## config.mk

```make
export PLATFORM = sky130hd
export DESIGN_NAME = integer_to_radix_digits_unit
export DESIGN_NICKNAME = d
export VERILOG_FILES = /design/src/rtl/irdu_pkg.sv /design/src/rtl/irdu_front.sv /design/src/rtl/irdu_queue.sv /design/src/rtl/irdu_back.sv /design/src/rtl/integer_to_radix_digits_unit.sv
export SDC_FILE = /design/constraint.sdc
export NUM_CORES = 1
export LEC_CHECK = 0
export BUFFER_PORTS_ARGS = -buffer_cell sky130_fd_sc_hd__buf_2
export CORE_MARGIN = 2
export CORE_UTILIZATION = 69
export CTS_CLUSTER_SIZE = 12
export DETAILED_ROUTE_END_ITERATION = 10
export HOLD_SLACK_MARGIN = 0.12
export PLACE_DENSITY = 0.88
export SYNTH_ARGS = -nofsm -noshare
export SYNTH_HDL_FRONTEND = slang
export SYNTH_SLANG_ARGS = --single-unit
```

## constraint.sdc

```tcl
create_clock -name clk -period 26.5 [get_ports clk]
set_input_delay 5.3 -clock clk [delete_from_list [all_inputs] [get_ports clk]]
set_output_delay 5.3 -clock clk [all_outputs]
set_load 0.005 [all_outputs]
```

## src/rtl/irdu_pkg.sv

```systemverilog
// ---------------------------------------------------------------------------
// irdu_pkg
// Shared types, constants and the alphabet lookup for the radix digit unit.
// ---------------------------------------------------------------------------
`default_nettype none

package irdu_pkg;

    localparam int SYM_W         = 8;
    localparam int RADIX_W       = 5;
    localparam int CFG_IDX_W     = 2;
    localparam int CFG_DATA_W    = 64;
    localparam int ALPHABET_SIZE = 16;
    localparam int STEP_BITS     = 8;
    localparam int QUEUE_DEPTH   = 2;

    localparam logic [SYM_W-1:0] SIGN_SYMBOL = 8'h2D;
    localparam logic [SYM_W-1:0] PLUS_SYMBOL = 8'h2B;

    localparam logic [CFG_IDX_W-1:0] CFG_RADIX        = 2'd0;
    localparam logic [CFG_IDX_W-1:0] CFG_SYMBOLS_LOW  = 2'd1;
    localparam logic [CFG_IDX_W-1:0] CFG_SYMBOLS_HIGH = 2'd2;

    localparam logic [RADIX_W-1:0]    RADIX_RESET        = 5'd10;
    localparam logic [CFG_DATA_W-1:0] SYMBOLS_LOW_RESET  = 64'h3736_3534_3332_3130;
    localparam logic [CFG_DATA_W-1:0] SYMBOLS_HIGH_RESET = 64'h0000_0000_0000_3938;

    typedef struct packed {
        logic [CFG_DATA_W-1:0] symbols_high;
        logic [CFG_DATA_W-1:0] symbols_low;
        logic [RADIX_W-1:0]    radix;
    } alphabet_t;

    typedef enum logic [2:0] {
        BK_IDLE,
        BK_DIV,
        BK_SIGN,
        BK_READ,
        BK_EMIT
    } back_state_t;

    function automatic logic [SYM_W-1:0] symbol_at(
        input logic [CFG_DATA_W-1:0] low,
        input logic [CFG_DATA_W-1:0] high,
        input logic [3:0]            idx
    );
        logic [SYM_W-1:0] s;
        if (idx[3] == 1'b0)
        begin
            s = low[8*idx[2:0] +: SYM_W];
        end
        else
        begin
            s = high[8*idx[2:0] +: SYM_W];
        end
        return s;
    endfunction

endpackage

`default_nettype wire

```

## src/rtl/irdu_front.sv

```systemverilog
// ---------------------------------------------------------------------------
// irdu_front
// Configuration registers, alphabet check and sign/magnitude split of input.
// ---------------------------------------------------------------------------
`default_nettype none

module irdu_front #(
    parameter int MAX_RADIX  = 16,
    parameter int VALUE_BITS = 32
) (
    input  logic                            clk,
    input  logic                            rst_n,
    input  logic                            cfg_valid,
    output logic                            cfg_ready,
    input  logic [irdu_pkg::CFG_IDX_W-1:0]  cfg_index,
    input  logic [irdu_pkg::CFG_DATA_W-1:0] cfg_data,
    input  logic                            in_valid,
    output logic                            in_ready,
    input  logic [VALUE_BITS-1:0]           in_value,
    output logic                            push_valid,
    input  logic                            push_ready,
    output logic                            push_neg,
    output logic [VALUE_BITS-1:0]           push_mag,
    output irdu_pkg::alphabet_t             alphabet
);
    import irdu_pkg::*;

    logic [RADIX_W-1:0]    radix_reg;
    logic [CFG_DATA_W-1:0] low_reg;
    logic [CFG_DATA_W-1:0] high_reg;
    logic                  ok;

    assign cfg_ready = 1'b1;

    always_ff @(posedge clk or negedge rst_n)
    begin
        if (!rst_n)
        begin
            radix_reg <= RADIX_RESET;
            low_reg   <= SYMBOLS_LOW_RESET;
            high_reg  <= SYMBOLS_HIGH_RESET;
        end
        else if (cfg_valid && cfg_ready)
        begin
            case (cfg_index)
                CFG_RADIX:        radix_reg <= cfg_data[RADIX_W-1:0];
                CFG_SYMBOLS_LOW:  low_reg   <= cfg_data;
                CFG_SYMBOLS_HIGH: high_reg  <= cfg_data;
                default:          ;
            endcase
        end
    end

    always_comb
    begin
        logic [SYM_W-1:0] si;
        ok = (radix_reg >= RADIX_W'(2)) && (radix_reg <= RADIX_W'(MAX_RADIX));
        for (int i = 0; i < ALPHABET_SIZE; i++)
        begin
            si = symbol_at(low_reg, high_reg, 4'(i));
            if (RADIX_W'(i) < radix_reg)
            begin
                if (si == PLUS_SYMBOL || si == SIGN_SYMBOL)
                begin
                    ok = 1'b0;
                end
                for (int j = i + 1; j < ALPHABET_SIZE; j++)
                begin
                    if (RADIX_W'(j) < radix_reg && symbol_at(low_reg, high_reg, 4'(j)) == si)
                    begin
                        ok = 1'b0;
                    end
                end
            end
        end
    end

    assign in_ready   = push_ready;
    assign push_valid = in_valid && ok;
    assign push_neg   = in_value[VALUE_BITS-1];
    assign push_mag   = push_neg ? (~in_value + VALUE_BITS'(1)) : in_value;

    assign alphabet.radix        = radix_reg;
    assign alphabet.symbols_low  = low_reg;
    assign alphabet.symbols_high = high_reg;

endmodule

`default_nettype wire

```

## src/rtl/irdu_queue.sv

```systemverilog
// ---------------------------------------------------------------------------
// irdu_queue
// Short FIFO between the classifying front and the digit engine.
// ---------------------------------------------------------------------------
`default_nettype none

module irdu_queue #(
    parameter int WIDTH = 33
) (
    input  logic             clk,
    input  logic             rst_n,
    input  logic             in_valid,
    output logic             in_ready,
    input  logic [WIDTH-1:0] in_data,
    output logic             out_valid,
    input  logic             out_ready,
    output logic [WIDTH-1:0] out_data
);
    import irdu_pkg::*;

    localparam int PTR_W = (QUEUE_DEPTH > 1) ? $clog2(QUEUE_DEPTH) : 1;
    localparam int CNT_W = $clog2(QUEUE_DEPTH + 1);

    logic [WIDTH-1:0] mem [QUEUE_DEPTH];
    logic [PTR_W-1:0] wr_ptr_reg;
    logic [PTR_W-1:0] rd_ptr_reg;
    logic [CNT_W-1:0] count_reg;
    logic             push;
    logic             pop;

    assign in_ready  = (count_reg != CNT_W'(QUEUE_DEPTH));
    assign out_valid = (count_reg != '0);
    assign out_data  = mem[rd_ptr_reg];
    assign push      = in_valid && in_ready;
    assign pop       = out_valid && out_ready;

    always_ff @(posedge clk)
    begin
        if (push)
        begin
            mem[wr_ptr_reg] <= in_data;
        end
    end

    always_ff @(posedge clk or negedge rst_n)
    begin
        if (!rst_n)
        begin
            wr_ptr_reg <= '0;
            rd_ptr_reg <= '0;
            count_reg  <= '0;
        end
        else
        begin
            if (push)
            begin
                wr_ptr_reg <= (wr_ptr_reg == PTR_W'(QUEUE_DEPTH - 1)) ? '0
                                                                      : wr_ptr_reg + 1'b1;
            end
            if (pop)
            begin
                rd_ptr_reg <= (rd_ptr_reg == PTR_W'(QUEUE_DEPTH - 1)) ? '0
                                                                      : rd_ptr_reg + 1'b1;
            end
            case ({push, pop})
                2'b10:   count_reg <= count_reg + 1'b1;
                2'b01:   count_reg <= count_reg - 1'b1;
                default: ;
            endcase
        end
    end

endmodule

`default_nettype wire

```

## src/rtl/irdu_back.sv

```systemverilog
// ---------------------------------------------------------------------------
// irdu_back
// Digit engine: repeated division by the radix into a digit stack, then any
// sign beat and the digits, most significant first, via an output register.
// ---------------------------------------------------------------------------
`default_nettype none

module irdu_back #(
    parameter int MAX_RADIX  = 16,
    parameter int VALUE_BITS = 32
) (
    input  logic                        clk,
    input  logic                        rst_n,
    input  irdu_pkg::alphabet_t         alphabet,
    input  logic                        q_valid,
    output logic                        q_ready,
    input  logic                        q_neg,
    input  logic [VALUE_BITS-1:0]       q_mag,
    output logic                        m_valid,
    input  logic                        m_ready,
    output logic [irdu_pkg::SYM_W-1:0]  m_symbol,
    output logic                        m_last
);
    import irdu_pkg::*;

    localparam int MAG_W     = ((VALUE_BITS + STEP_BITS - 1) / STEP_BITS) * STEP_BITS;
    localparam int DIV_STEPS = MAG_W / STEP_BITS;
    localparam int STEP_W    = (DIV_STEPS > 1) ? $clog2(DIV_STEPS) : 1;
    localparam int DIG_W     = $clog2(MAX_RADIX);
    localparam int T_W       = DIG_W + 1;
    localparam int IDX_W     = $clog2(VALUE_BITS);
    localparam int CNT_W     = $clog2(VALUE_BITS + 1);

    back_state_t       state_reg, state_next;
    logic [MAG_W-1:0]  work_reg, work_next;
    logic [DIG_W-1:0]  rem_reg, rem_next;
    logic [STEP_W-1:0] step_reg, step_next;
    logic [CNT_W-1:0]  cnt_reg, cnt_next;
    logic              neg_reg, neg_next;
    logic              m_valid_reg, m_valid_next;
    logic [SYM_W-1:0]  m_symbol_reg, m_symbol_next;
    logic              m_last_reg, m_last_next;

    logic [DIG_W-1:0]  stack [VALUE_BITS];
    logic [DIG_W-1:0]  rd_data_reg;
    logic              stack_we;
    logic              stack_re;
    logic [CNT_W-1:0]  cnt_dec;

    logic [MAG_W-1:0]  div_w;
    logic [DIG_W-1:0]  div_r;
    logic [T_W-1:0]    rad_t;
    logic              out_free;

    assign rad_t    = T_W'(alphabet.radix);
    assign cnt_dec  = cnt_reg - CNT_W'(1);
    assign out_free = !m_valid_reg || m_ready;

    always_comb
    begin
        logic [T_W-1:0] t;
        div_w = work_reg;
        div_r = rem_reg;
        for (int k = 0; k < STEP_BITS; k++)
        begin
            t     = {div_r, div_w[MAG_W-1]};
            div_w = {div_w[MAG_W-2:0], 1'b0};
            if (t >= rad_t)
            begin
                div_r    = DIG_W'(t - rad_t);
                div_w[0] = 1'b1;
            end
            else
            begin
                div_r = t[DIG_W-1:0];
            end
        end
    end

    always_ff @(posedge clk)
    begin
        if (stack_we)
        begin
            stack[cnt_reg[IDX_W-1:0]] <= div_r;
        end
        if (stack_re)
        begin
            rd_data_reg <= stack[cnt_dec[IDX_W-1:0]];
        end
    end

    always_ff @(posedge clk or negedge rst_n)
    begin
        if (!rst_n)
        begin
            state_reg   <= BK_IDLE;
            step_reg    <= '0;
            cnt_reg     <= '0;
            neg_reg     <= 1'b0;
            m_valid_reg <= 1'b0;
        end
        else
        begin
            state_reg   <= state_next;
            step_reg    <= step_next;
            cnt_reg     <= cnt_next;
            neg_reg     <= neg_next;
            m_valid_reg <= m_valid_next;
        end
    end

    always_ff @(posedge clk)
    begin
        work_reg     <= work_next;
        rem_reg      <= rem_next;
        m_symbol_reg <= m_symbol_next;
        m_last_reg   <= m_last_next;
    end

    always_comb
    begin
        state_next    = state_reg;
        work_next     = work_reg;
        rem_next      = rem_reg;
        step_next     = step_reg;
        cnt_next      = cnt_reg;
        neg_next      = neg_reg;
        m_valid_next  = m_valid_reg && !m_ready;
        m_symbol_next = m_symbol_reg;
        m_last_next   = m_last_reg;
        stack_we      = 1'b0;
        stack_re      = 1'b0;
        q_ready       = 1'b0;

        case (state_reg)
            BK_IDLE:
            begin
                q_ready = 1'b1;
                if (q_valid)
                begin
                    work_next  = MAG_W'(q_mag);
                    rem_next   = '0;
                    step_next  = '0;
                    cnt_next   = '0;
                    neg_next   = q_neg;
                    state_next = BK_DIV;
                end
            end
            BK_DIV:
            begin
                work_next = div_w;
                rem_next  = div_r;
                step_next = step_reg + 1'b1;
                if (step_reg == STEP_W'(DIV_STEPS - 1))
                begin
                    stack_we  = 1'b1;
                    cnt_next  = cnt_reg + 1'b1;
                    step_next = '0;
                    rem_next  = '0;
                    if (div_w == '0)
                    begin
                        state_next = neg_reg ? BK_SIGN : BK_READ;
                    end
                end
            end
            BK_SIGN:
            begin
                if (out_free)
                begin
                    m_valid_next  = 1'b1;
                    m_symbol_next = SIGN_SYMBOL;
                    m_last_next   = 1'b0;
                    state_next    = BK_READ;
                end
            end
            BK_READ:
            begin
                stack_re   = 1'b1;
                state_next = BK_EMIT;
            end
            BK_EMIT:
            begin
                if (out_free)
                begin
                    m_valid_next  = 1'b1;
                    m_symbol_next = symbol_at(alphabet.symbols_low, alphabet.symbols_high,
                                              4'(rd_data_reg));
                    m_last_next   = (cnt_reg == CNT_W'(1));
                    cnt_next      = cnt_dec;
                    state_next    = (cnt_reg == CNT_W'(1)) ? BK_IDLE : BK_READ;
                end
            end
            default:
            begin
                state_next = BK_IDLE;
            end
        endcase
    end

    assign m_valid  = m_valid_reg;
    assign m_symbol = m_symbol_reg;
    assign m_last   = m_last_reg;

    a_stack_bound: assert property (@(posedge clk) disable iff (!rst_n)
        (state_reg == BK_DIV) |-> (cnt_reg < CNT_W'(VALUE_BITS)))
        else $error("digit stack overflow");

    a_emit_count: assert property (@(posedge clk) disable iff (!rst_n)
        (state_reg == BK_READ || state_reg == BK_EMIT) |-> (cnt_reg != '0))
        else $error("emit with empty digit stack");

    a_sign_neg: assert property (@(posedge clk) disable iff (!rst_n)
        (state_reg == BK_SIGN) |-> neg_reg)
        else $error("sign beat for non-negative value");

    a_last_idle: assert property (@(posedge clk) disable iff (!rst_n)
        (state_reg == BK_EMIT && out_free && cnt_reg == CNT_W'(1))
        |=> (m_valid_reg && m_last_reg && cnt_reg == '0))
        else $error("final digit not marked last");

endmodule

`default_nettype wire

```

## src/rtl/integer_to_radix_digits_unit.sv

```systemverilog
// ---------------------------------------------------------------------------
// integer_to_radix_digits_unit
// Signed integer to digit symbols in a configurable radix and alphabet.
// ---------------------------------------------------------------------------
// Each accepted value is checked against the configured alphabet; with a bad
// alphabet (radix out of 2..MAX_RADIX, a repeated symbol, or '+' / '-' in use)
// the beat is consumed and nothing is sent. Otherwise a '-' beat comes first
// for a negative value, then one beat per digit, most significant first, with
// tlast on the final digit. The digits come from repeated division of the
// magnitude by the radix, eight quotient bits per cycle, into a single-port
// digit stack; each digit is read from it into a register (BK_READ) before
// it is emitted (BK_EMIT). The engine takes no new value until the final
// digit is in the output register; a two-entry queue lets the input side
// take further values while the engine works.
// ---------------------------------------------------------------------------
`default_nettype none

module integer_to_radix_digits_unit #(
    parameter int MAX_RADIX  = 16,
    parameter int VALUE_BITS = 32
) (
    input  logic                                clk,
    input  logic                                rst_n,
    input  logic                                s_axis_tvalid,
    output logic                                s_axis_tready,
    input  logic [((VALUE_BITS+7)/8)*8-1:0]     s_axis_tdata,  // value
    output logic                                m_axis_tvalid,
    input  logic                                m_axis_tready,
    output logic [irdu_pkg::SYM_W-1:0]          m_axis_tdata,  // symbol
    output logic                                m_axis_tlast,
    input  logic                                cfg_valid,
    output logic                                cfg_ready,
    input  logic [irdu_pkg::CFG_IDX_W-1:0]      cfg_index,
    input  logic [irdu_pkg::CFG_DATA_W-1:0]     cfg_data
);
    import irdu_pkg::*;

    alphabet_t             alphabet;
    logic                  push_valid;
    logic                  push_ready;
    logic                  push_neg;
    logic [VALUE_BITS-1:0] push_mag;
    logic                  q_valid;
    logic                  q_ready;
    logic [VALUE_BITS:0]   q_data;

    irdu_front #(
        .MAX_RADIX  (MAX_RADIX),
        .VALUE_BITS (VALUE_BITS)
    ) u_front (
        .clk        (clk),
        .rst_n      (rst_n),
        .cfg_valid  (cfg_valid),
        .cfg_ready  (cfg_ready),
        .cfg_index  (cfg_index),
        .cfg_data   (cfg_data),
        .in_valid   (s_axis_tvalid),
        .in_ready   (s_axis_tready),
        .in_value   (s_axis_tdata[VALUE_BITS-1:0]),
        .push_valid (push_valid),
        .push_ready (push_ready),
        .push_neg   (push_neg),
        .push_mag   (push_mag),
        .alphabet   (alphabet)
    );

    irdu_queue #(
        .WIDTH (VALUE_BITS + 1)
    ) u_queue (
        .clk       (clk),
        .rst_n     (rst_n),
        .in_valid  (push_valid),
        .in_ready  (push_ready),
        .in_data   ({push_neg, push_mag}),
        .out_valid (q_valid),
        .out_ready (q_ready),
        .out_data  (q_data)
    );

    irdu_back #(
        .MAX_RADIX  (MAX_RADIX),
        .VALUE_BITS (VALUE_BITS)
    ) u_back (
        .clk      (clk),
        .rst_n    (rst_n),
        .alphabet (alphabet),
        .q_valid  (q_valid),
        .q_ready  (q_ready),
        .q_neg    (q_data[VALUE_BITS]),
        .q_mag    (q_data[VALUE_BITS-1:0]),
        .m_valid  (m_axis_tvalid),
        .m_ready  (m_axis_tready),
        .m_symbol (m_axis_tdata),
        .m_last   (m_axis_tlast)
    );

endmodule

`default_nettype wire

```

== Yosys cells after proc, flatten, opt, wreduce, memory -nomap -nowiden ==
Memories as Yosys holds them, arrays and structs flattened. A register that Yosys moved wholly into a read port is not among the register bits.
Index checks and enable logic that the tools add are counted.

* Register bits after elaboration: 195
* Input port bits: 103
* Output and inout bits: 12
* Bits in writable memories: 194
* Memories kept: 2

{| class="wikitable"
|+ Memory list
! memory !! words !! width !! rd ports !! clocked after memory_dff !! write ports !! RTL line !! source
|-
| u_back.stack || 32 || 4 || 1 || 1 || 1 || irdu_back.sv:44 || <nowiki>logic [DIG_W-1:0] stack [VALUE_BITS];</nowiki>
|-
| u_queue.mem || 2 || 33 || 1 || 0 || 1 || irdu_queue.sv:24 || <nowiki>logic [WIDTH-1:0] mem [QUEUE_DEPTH];</nowiki>
|}

* Shift-type cells: 2
* Magnitude comparators: 26
* Reduce and logical (&&, ||, !) cells: 161
* Add/sub/neg operators: 16
* Bitwise logic cells: 1
* Muxes and demuxes: 329
* Eq/ne operators: 168

{| class="wikitable"
|+ Operators with widths
! operator !! number
|-
| $mux W8 || 123
|-
| $eq A8 B8 Y1 || 120
|-
| $eq A8 B6 Y1 const B || 32
|-
| $mux W1 || 175
|-
| $shiftx A64 B7 Y8 || 2
|-
| $logic_and A1 B1 Y1 || 125
|-
| $mux W32 || 2
|-
| $pmux W32 S2 || 1
|-
| $ge A5 B5 Y1 || 8
|-
| $lt A4 B5 Y1 const A || 8
|-
| $mux W4 || 10
|-
| $add A32 B1 Y32 const B || 1
|-
| $logic_not A32 Y1 || 1
|-
| $not A32 Y32 || 1
|-
| $sub A4 B4 Y4 || 8
|-
| $lt A3 B5 Y1 const A || 4
|-
| $mux W6 || 3
|-
| $pmux W6 S3 || 1
|-
| $logic_or A1 B1 Y1 || 17
|-
| $pmux W8 S2 || 1
|-
| $mux W3 || 5
|-
| $pmux W3 S5 || 1
|-
| $lt A1 B5 Y1 const A || 2
|-
| $lt A2 B5 Y1 const A || 2
|-
| 29 further kinds || 50
|}

== Depth between registers and ports, before layout ==
* Depth after elaboration: 159
* Depth in mapped cells: 68
* Gate-level depth less buffers: 61

== Cells and area by module ==
From an unflattened synthesis, not the netlist that was laid out.

* Cells, all modules: 2984
* Area total of the unflattened synthesis: 31597.8 um2

{| class="wikitable"
|+ By module, submodules not included
! module !! area an instance (um2) !! cells an instance !! times used
|-
| irdu_front || 18297.5 || 2079 || 1
|-
| irdu_back || 10706.5 || 785 || 1
|-
| irdu_queue || 2593.7 || 120 || 1
|}

== Worst setup path before layout ==
Ideal clock, no wire load.

* Path type: register to register
* Start: reg u_front.radix_reg[1]
* End: reg u_back.rem_reg[2] (data pin)
* Period minus slack after synthesis: 13022 ps
* Buffers on the path: 7
* Data arrival time: 12862 ps
* Setup time: 160 ps
* Path slack: 13478 ps
* Required time: 26340 ps
* Cell stages (with the launch flop): 65
* Path through: dfstp_2 > buf_6 > inv_1 > ha_1 > nor2b_1 > o21ai_0 > nand3b_1 > a21o_1 > a21o_1 > clkbuf_1 > mux2i_1 > ha_1 > a21o_1 > a21o_1 > a21o_1 > a21o_1 > mux2i_1 > ha_1 > (+29 left out) > ha_1 > nor2b_1 > o21ai_1 > a31oi_1 > o21ai_1 > nand2b_1 > clkbuf_1 > o21ai_0 > inv_1 > ha_1 > a21o_1 > a21oi_1 > a21boi_0 > o21ai_0 > nand2b_1 > clkbuf_1 > mux2i_1 > nor3b_1

* Longest elaborated chain between the ends: 18
* Elaborated cells between the ends (all ways): 26
* Classes of those cells: add/sub: 8; order compare: 8; mux: 10

{| class="wikitable"
|+ Ends and longest elaborated chain
! element !! RTL line !! source
|-
| from (decl) || irdu_front.sv:28 || <nowiki>logic [RADIX_W-1:0] radix_reg;</nowiki>
|-
| from (signal assigned) || irdu_front.sv:46 || <nowiki>CFG_RADIX: radix_reg <= cfg_data[RADIX_W-1:0];</nowiki>
|-
| $sub A4 B4 Y4 / $ge A5 B5 Y1 (equally long branches) || irdu_back.sv:70, irdu_back.sv:68 ||
|-
| $mux W4 || irdu_back.sv:68 || <nowiki>if (t >= rad_t)</nowiki>
|-
| $sub A4 B4 Y4 / $ge A5 B5 Y1 (equally long branches) || irdu_back.sv:70, irdu_back.sv:68 ||
|-
| $mux W4 || irdu_back.sv:68 ||
|-
| $sub A4 B4 Y4 / $ge A5 B5 Y1 (equally long branches) || irdu_back.sv:70, irdu_back.sv:68 ||
|-
| $mux W4 || irdu_back.sv:68 ||
|-
| $ge A5 B5 Y1 / $sub A4 B4 Y4 (equally long branches) || irdu_back.sv:68, irdu_back.sv:70 ||
|-
| $mux W4 || irdu_back.sv:68 ||
|-
| (+3 left out) || -- ||
|-
| $mux W4 || irdu_back.sv:68 ||
|-
| $ge A5 B5 Y1 / $sub A4 B4 Y4 (equally long branches) || irdu_back.sv:68, irdu_back.sv:70 ||
|-
| $mux W4 || irdu_back.sv:68 ||
|-
| $sub A4 B4 Y4 / $ge A5 B5 Y1 (equally long branches) || irdu_back.sv:70, irdu_back.sv:68 ||
|-
| $mux W4 * || irdu_back.sv:68 ||
|-
| via u_back.div_r[2] || irdu_back.sv:51 || <nowiki>logic [DIG_W-1:0] div_r;</nowiki>
|-
| $mux W4 * || irdu_back.sv:154 || <nowiki>if (step_reg == STEP_W'(DIV_STEPS - 1))</nowiki>
|-
| $pmux W4 S2 * || irdu_back.sv:135 || <nowiki>case (state_reg)</nowiki>
|-
| to (signal assigned) || irdu_back.sv:115 || <nowiki>rem_reg <= rem_next;</nowiki>
|-
| to (decl) || irdu_back.sv:36 || <nowiki>logic [DIG_W-1:0] rem_reg, rem_next;</nowiki>
|}

The timed path passes the listed nets; every way through them passes the cells marked *.
A chain may end at the register's enable or synchronous reset.

== Final worst setup path ==
* Start: reg u_front.radix_reg[1]
* End: reg u_back.rem_reg[3] (data pin)

Same word-level chain as after synthesis.

==> metrics.md <==
| Metric | Value |
|---|---|
| Sequential share of the synthesized area | `0.356` |
| Crit. End Element | `flip-flop` |
| Fill cells | `slightly below 3k` |
| H-tree depth reported by CTS | `2` |
| Hold depth | `1` |
| Netlist cell types | `72` |
| Synth cell count leaders | `xnor2_1, edfxtp_1, xor2_1` |
| Period utilisation layout | `0.548` |
| Ys async rst share | `0.382` |
| Final period demand of the worst path | `14.53 ns` |
| EDFF count, synth | `243` |
| Final hold violation count | `0` |
| CTS tree | `built` |
| TritonCTS Buffers | `42` |
| Nets | `3022` |
| Iter 0 DRT Violations | `3930` |
| Crit start category | `flip-flop` |
| Avg WL per Cell | `29.9 µm` |
| I/O pin count | `between 100 and 150` |
| FF+latch area | `0.0111 mm²` |
| WS Path Type | `flip-flop to flip-flop` |
| Post-route ant nets | `0` |
| CTS Hold Bufs | `0` |
| Top cell by count, worst path | `a21o_1` |
| Post-Syn Instances | `roughly 2.9k` |
| CTS sink cnt | `393` |
| Slew margin rel. | `0.0367` |
| Die H | `216 µm` |
| Reg2reg path depth | `58` |
| GPL Wtd Cong | `1.11` |
| Critical path's slowest cell | `dfstp_2` |
| Grt ovf | `0` |
| Worst min-delay path category | `flip-flop to flip-flop` |
| Status | `finished clean` |
| Max-capacitance violation count | `0` |
| Area contributors post-synth | `edfxtp_1, xnor2_1, dfrtp_1` |
| Synth-to-Final Area Change | `6.23%` |
| Syn Nets | `3100` |
| Die W | `216 µm` |
| Main flop type after synthesis | `edfxtp_1` |
| Rows | `77` |
| Clock transition at path regs | `around 0.060 ns` |
| Post-synth top area cell | `edfxtp_1` |
| Clock skew | `~0.028 ns` |
| Max FFs per register | `128` |
| Initial antenna violation count | `4` |
| DRT Wirelength | `104000 µm` |
| Residual DRC count | `0` |
| Synthesis Warnings | `0` |
| DIE AREA | `0.0468 mm²` |
| Post-synthesis register bit count | `roughly 400` |
| Sum Neg Setup Slack | `0 ns` |
| Core Util, Final | `0.745` |
| Worst path max stage delay | `0.73 ns` |
| Global Route Usage Sum | `0.447` |
| Initial DRT Pass Iterations | `8` |
| CP Max Fanout | `33` |
| Post-CTS Setup Repair Bufs | `0` |
| DP HPWL | `between 60000 and 70000 µm` |
| Avg Inst Size Synth | `between 10 and 15 µm²` |
| Core area | `between 0.04 and 0.05 mm²` |
| Pin count of the biggest net entering global routing | `between 70 and 80` |
| Final Max Tran Viols | `0` |
| Clock buffer depth | `3` |
| Starting Density | `0.701` |
| Root buffer cell | `clkbuf_16` |
| Vias in the first global route | `25.5k` |
| Fmax | `68.8 MHz` |
| First-pass GRT wire length | `157000 µm` |
| Least-Margin Pin Slew | `1.43 ns` |
| Top-count cell post-synth | `xnor2_1` |
| Clk_lat worst skew | `0.61 ns` |
| Final Setup Violations | `0` |
| Port Buffers | `113` |
| Unrepaired setup endpoints after global routing | `no` |
| Critical path required time | `26.91 ns` |
| Cell area after synthesis | `0.0311 mm²` |
| Routed vias | `between 20k and 30k` |
| Resized Gates After CTS | `0` |
| DR vias/cell | `7.27` |
| Yosys top cell area share | `0.234` |
| WP data arrival | `14.94 ns` |
| Area of the multi-input gates | `0.0185 mm²` |
| Layout cells sized above 1 | `0.190` |
-- worst max-delay path, delay by kind of cell, from the launching register on --
family	cells	cell delay, ns
muxes	6	2.46
and+or+nand+nor	12	2.50
adders and majority gates	8	2.63
DFF	1	0.73
AOI/OAI and AO/OA	29	5.30
buffers and inverters	3	0.69
-- metal layers --
| metal | GRT usage | wire (µm) |
|---|---|---|
| met5 | 0 | 13 |
| met1 | 0.541 | 35500 |
| met3 | 0.178 | 15200 |
| met4 | 0.288 | 8520 |
| met2 | 0.666 | 45000 |
-- cells by family (layout without fill, tap and decap cells) --
kind of cell,Yosys count,in the layout,share of synthesized area
fa+ha+maj,55,55,0.0240
buf+inv,369,325,0.0520
simple gates,619,619,0.111
other cells,1,3,0.000120
mux,267,267,0.124
compound gates,212,212,0.0442
flops,393,393,0.356
xor+xnor,1026,1026,0.289
-- cell usage in the layout (no fill, tap or decap), drive strengths merged, types with 4 or more instances in the layout --
master  count
mux2      147
nor4b       7
nor2       67
a211oi      4
clkbuf     65
mux2i      40
nand4     182
a21oi      30
xnor2     789
nor3       81
clkinv      9
nand2      79
buf       207
dfrtp     113
inv        41
a41oi       7
ha         47
o31ai      16
nand4b      9
nand3      34
xor2      237
edfxtp    243
a31oi      33
o41ai       8
or2         9
nor2b      15
a21o       14
nand2b     12
dfstp      37
nor3b       5
fa          8
nor4       93
or4         6
mux4       80
or3         5
o21ai      73
nand3b      6
-- stage by stage --
stage / area, µm² / setup slack, ns / cells / hold WS [ns]
floorplan: 31100 / 13.48 / 2942 / 0.445
global placement: 31700 / 12.67 / 3412 / 0.461
detailed placement: 31700 / 11.94 / 3412 / 0.474
CTS: 33100 / 11.90 / 3490 / 0.481
global route: 33100 / 10.91 / 3490 / 0.514
finish: 33100 / 11.97 / 3492 / 0.485
-- path summary, 6_finish.rpt --
| kind | start | end | slack, ns |
|---|---|---|---|
| worst max-delay path | u_front.radix_reg[1]$_DFFE_PN1P_ | u_back.rem_reg[3]$_SDFFCE_PN0P_ | 11.97 |
| worst min-delay path | u_back.cnt_reg[5]$_DFFE_PN0P_ | u_back.cnt_reg[5]$_DFFE_PN0P_ | 0.48 |
| worst max register to register | u_front.radix_reg[1]$_DFFE_PN1P_ | u_back.rem_reg[3]$_SDFFCE_PN0P_ | 11.97 |
| worst min register to register | u_back.cnt_reg[5]$_DFFE_PN0P_ | u_back.cnt_reg[5]$_DFFE_PN0P_ | 0.48 |
| max in group asynchronous | rst_n | u_front.low_reg[55]$_DFFE_PN0P_ | 20.34 |
| min in group asynchronous | rst_n | u_front.high_reg[15]$_DFFE_PN0P_ | 4.73 |
-- cell type report --
cell class,instances,share of cell area
multi-input cells,2180,0.558
flip-flops and latches,393,0.336
repair buffers,207,0.0386
clock buffers,65,0.0353
well taps,592,0.0224
clock inverters,13,0.00552
inverters,40,0.00454
diodes,2,0.000151
Power is not shown: default switching activity piles up to over one toggle a cycle in this logic, so the estimate is an artifact.
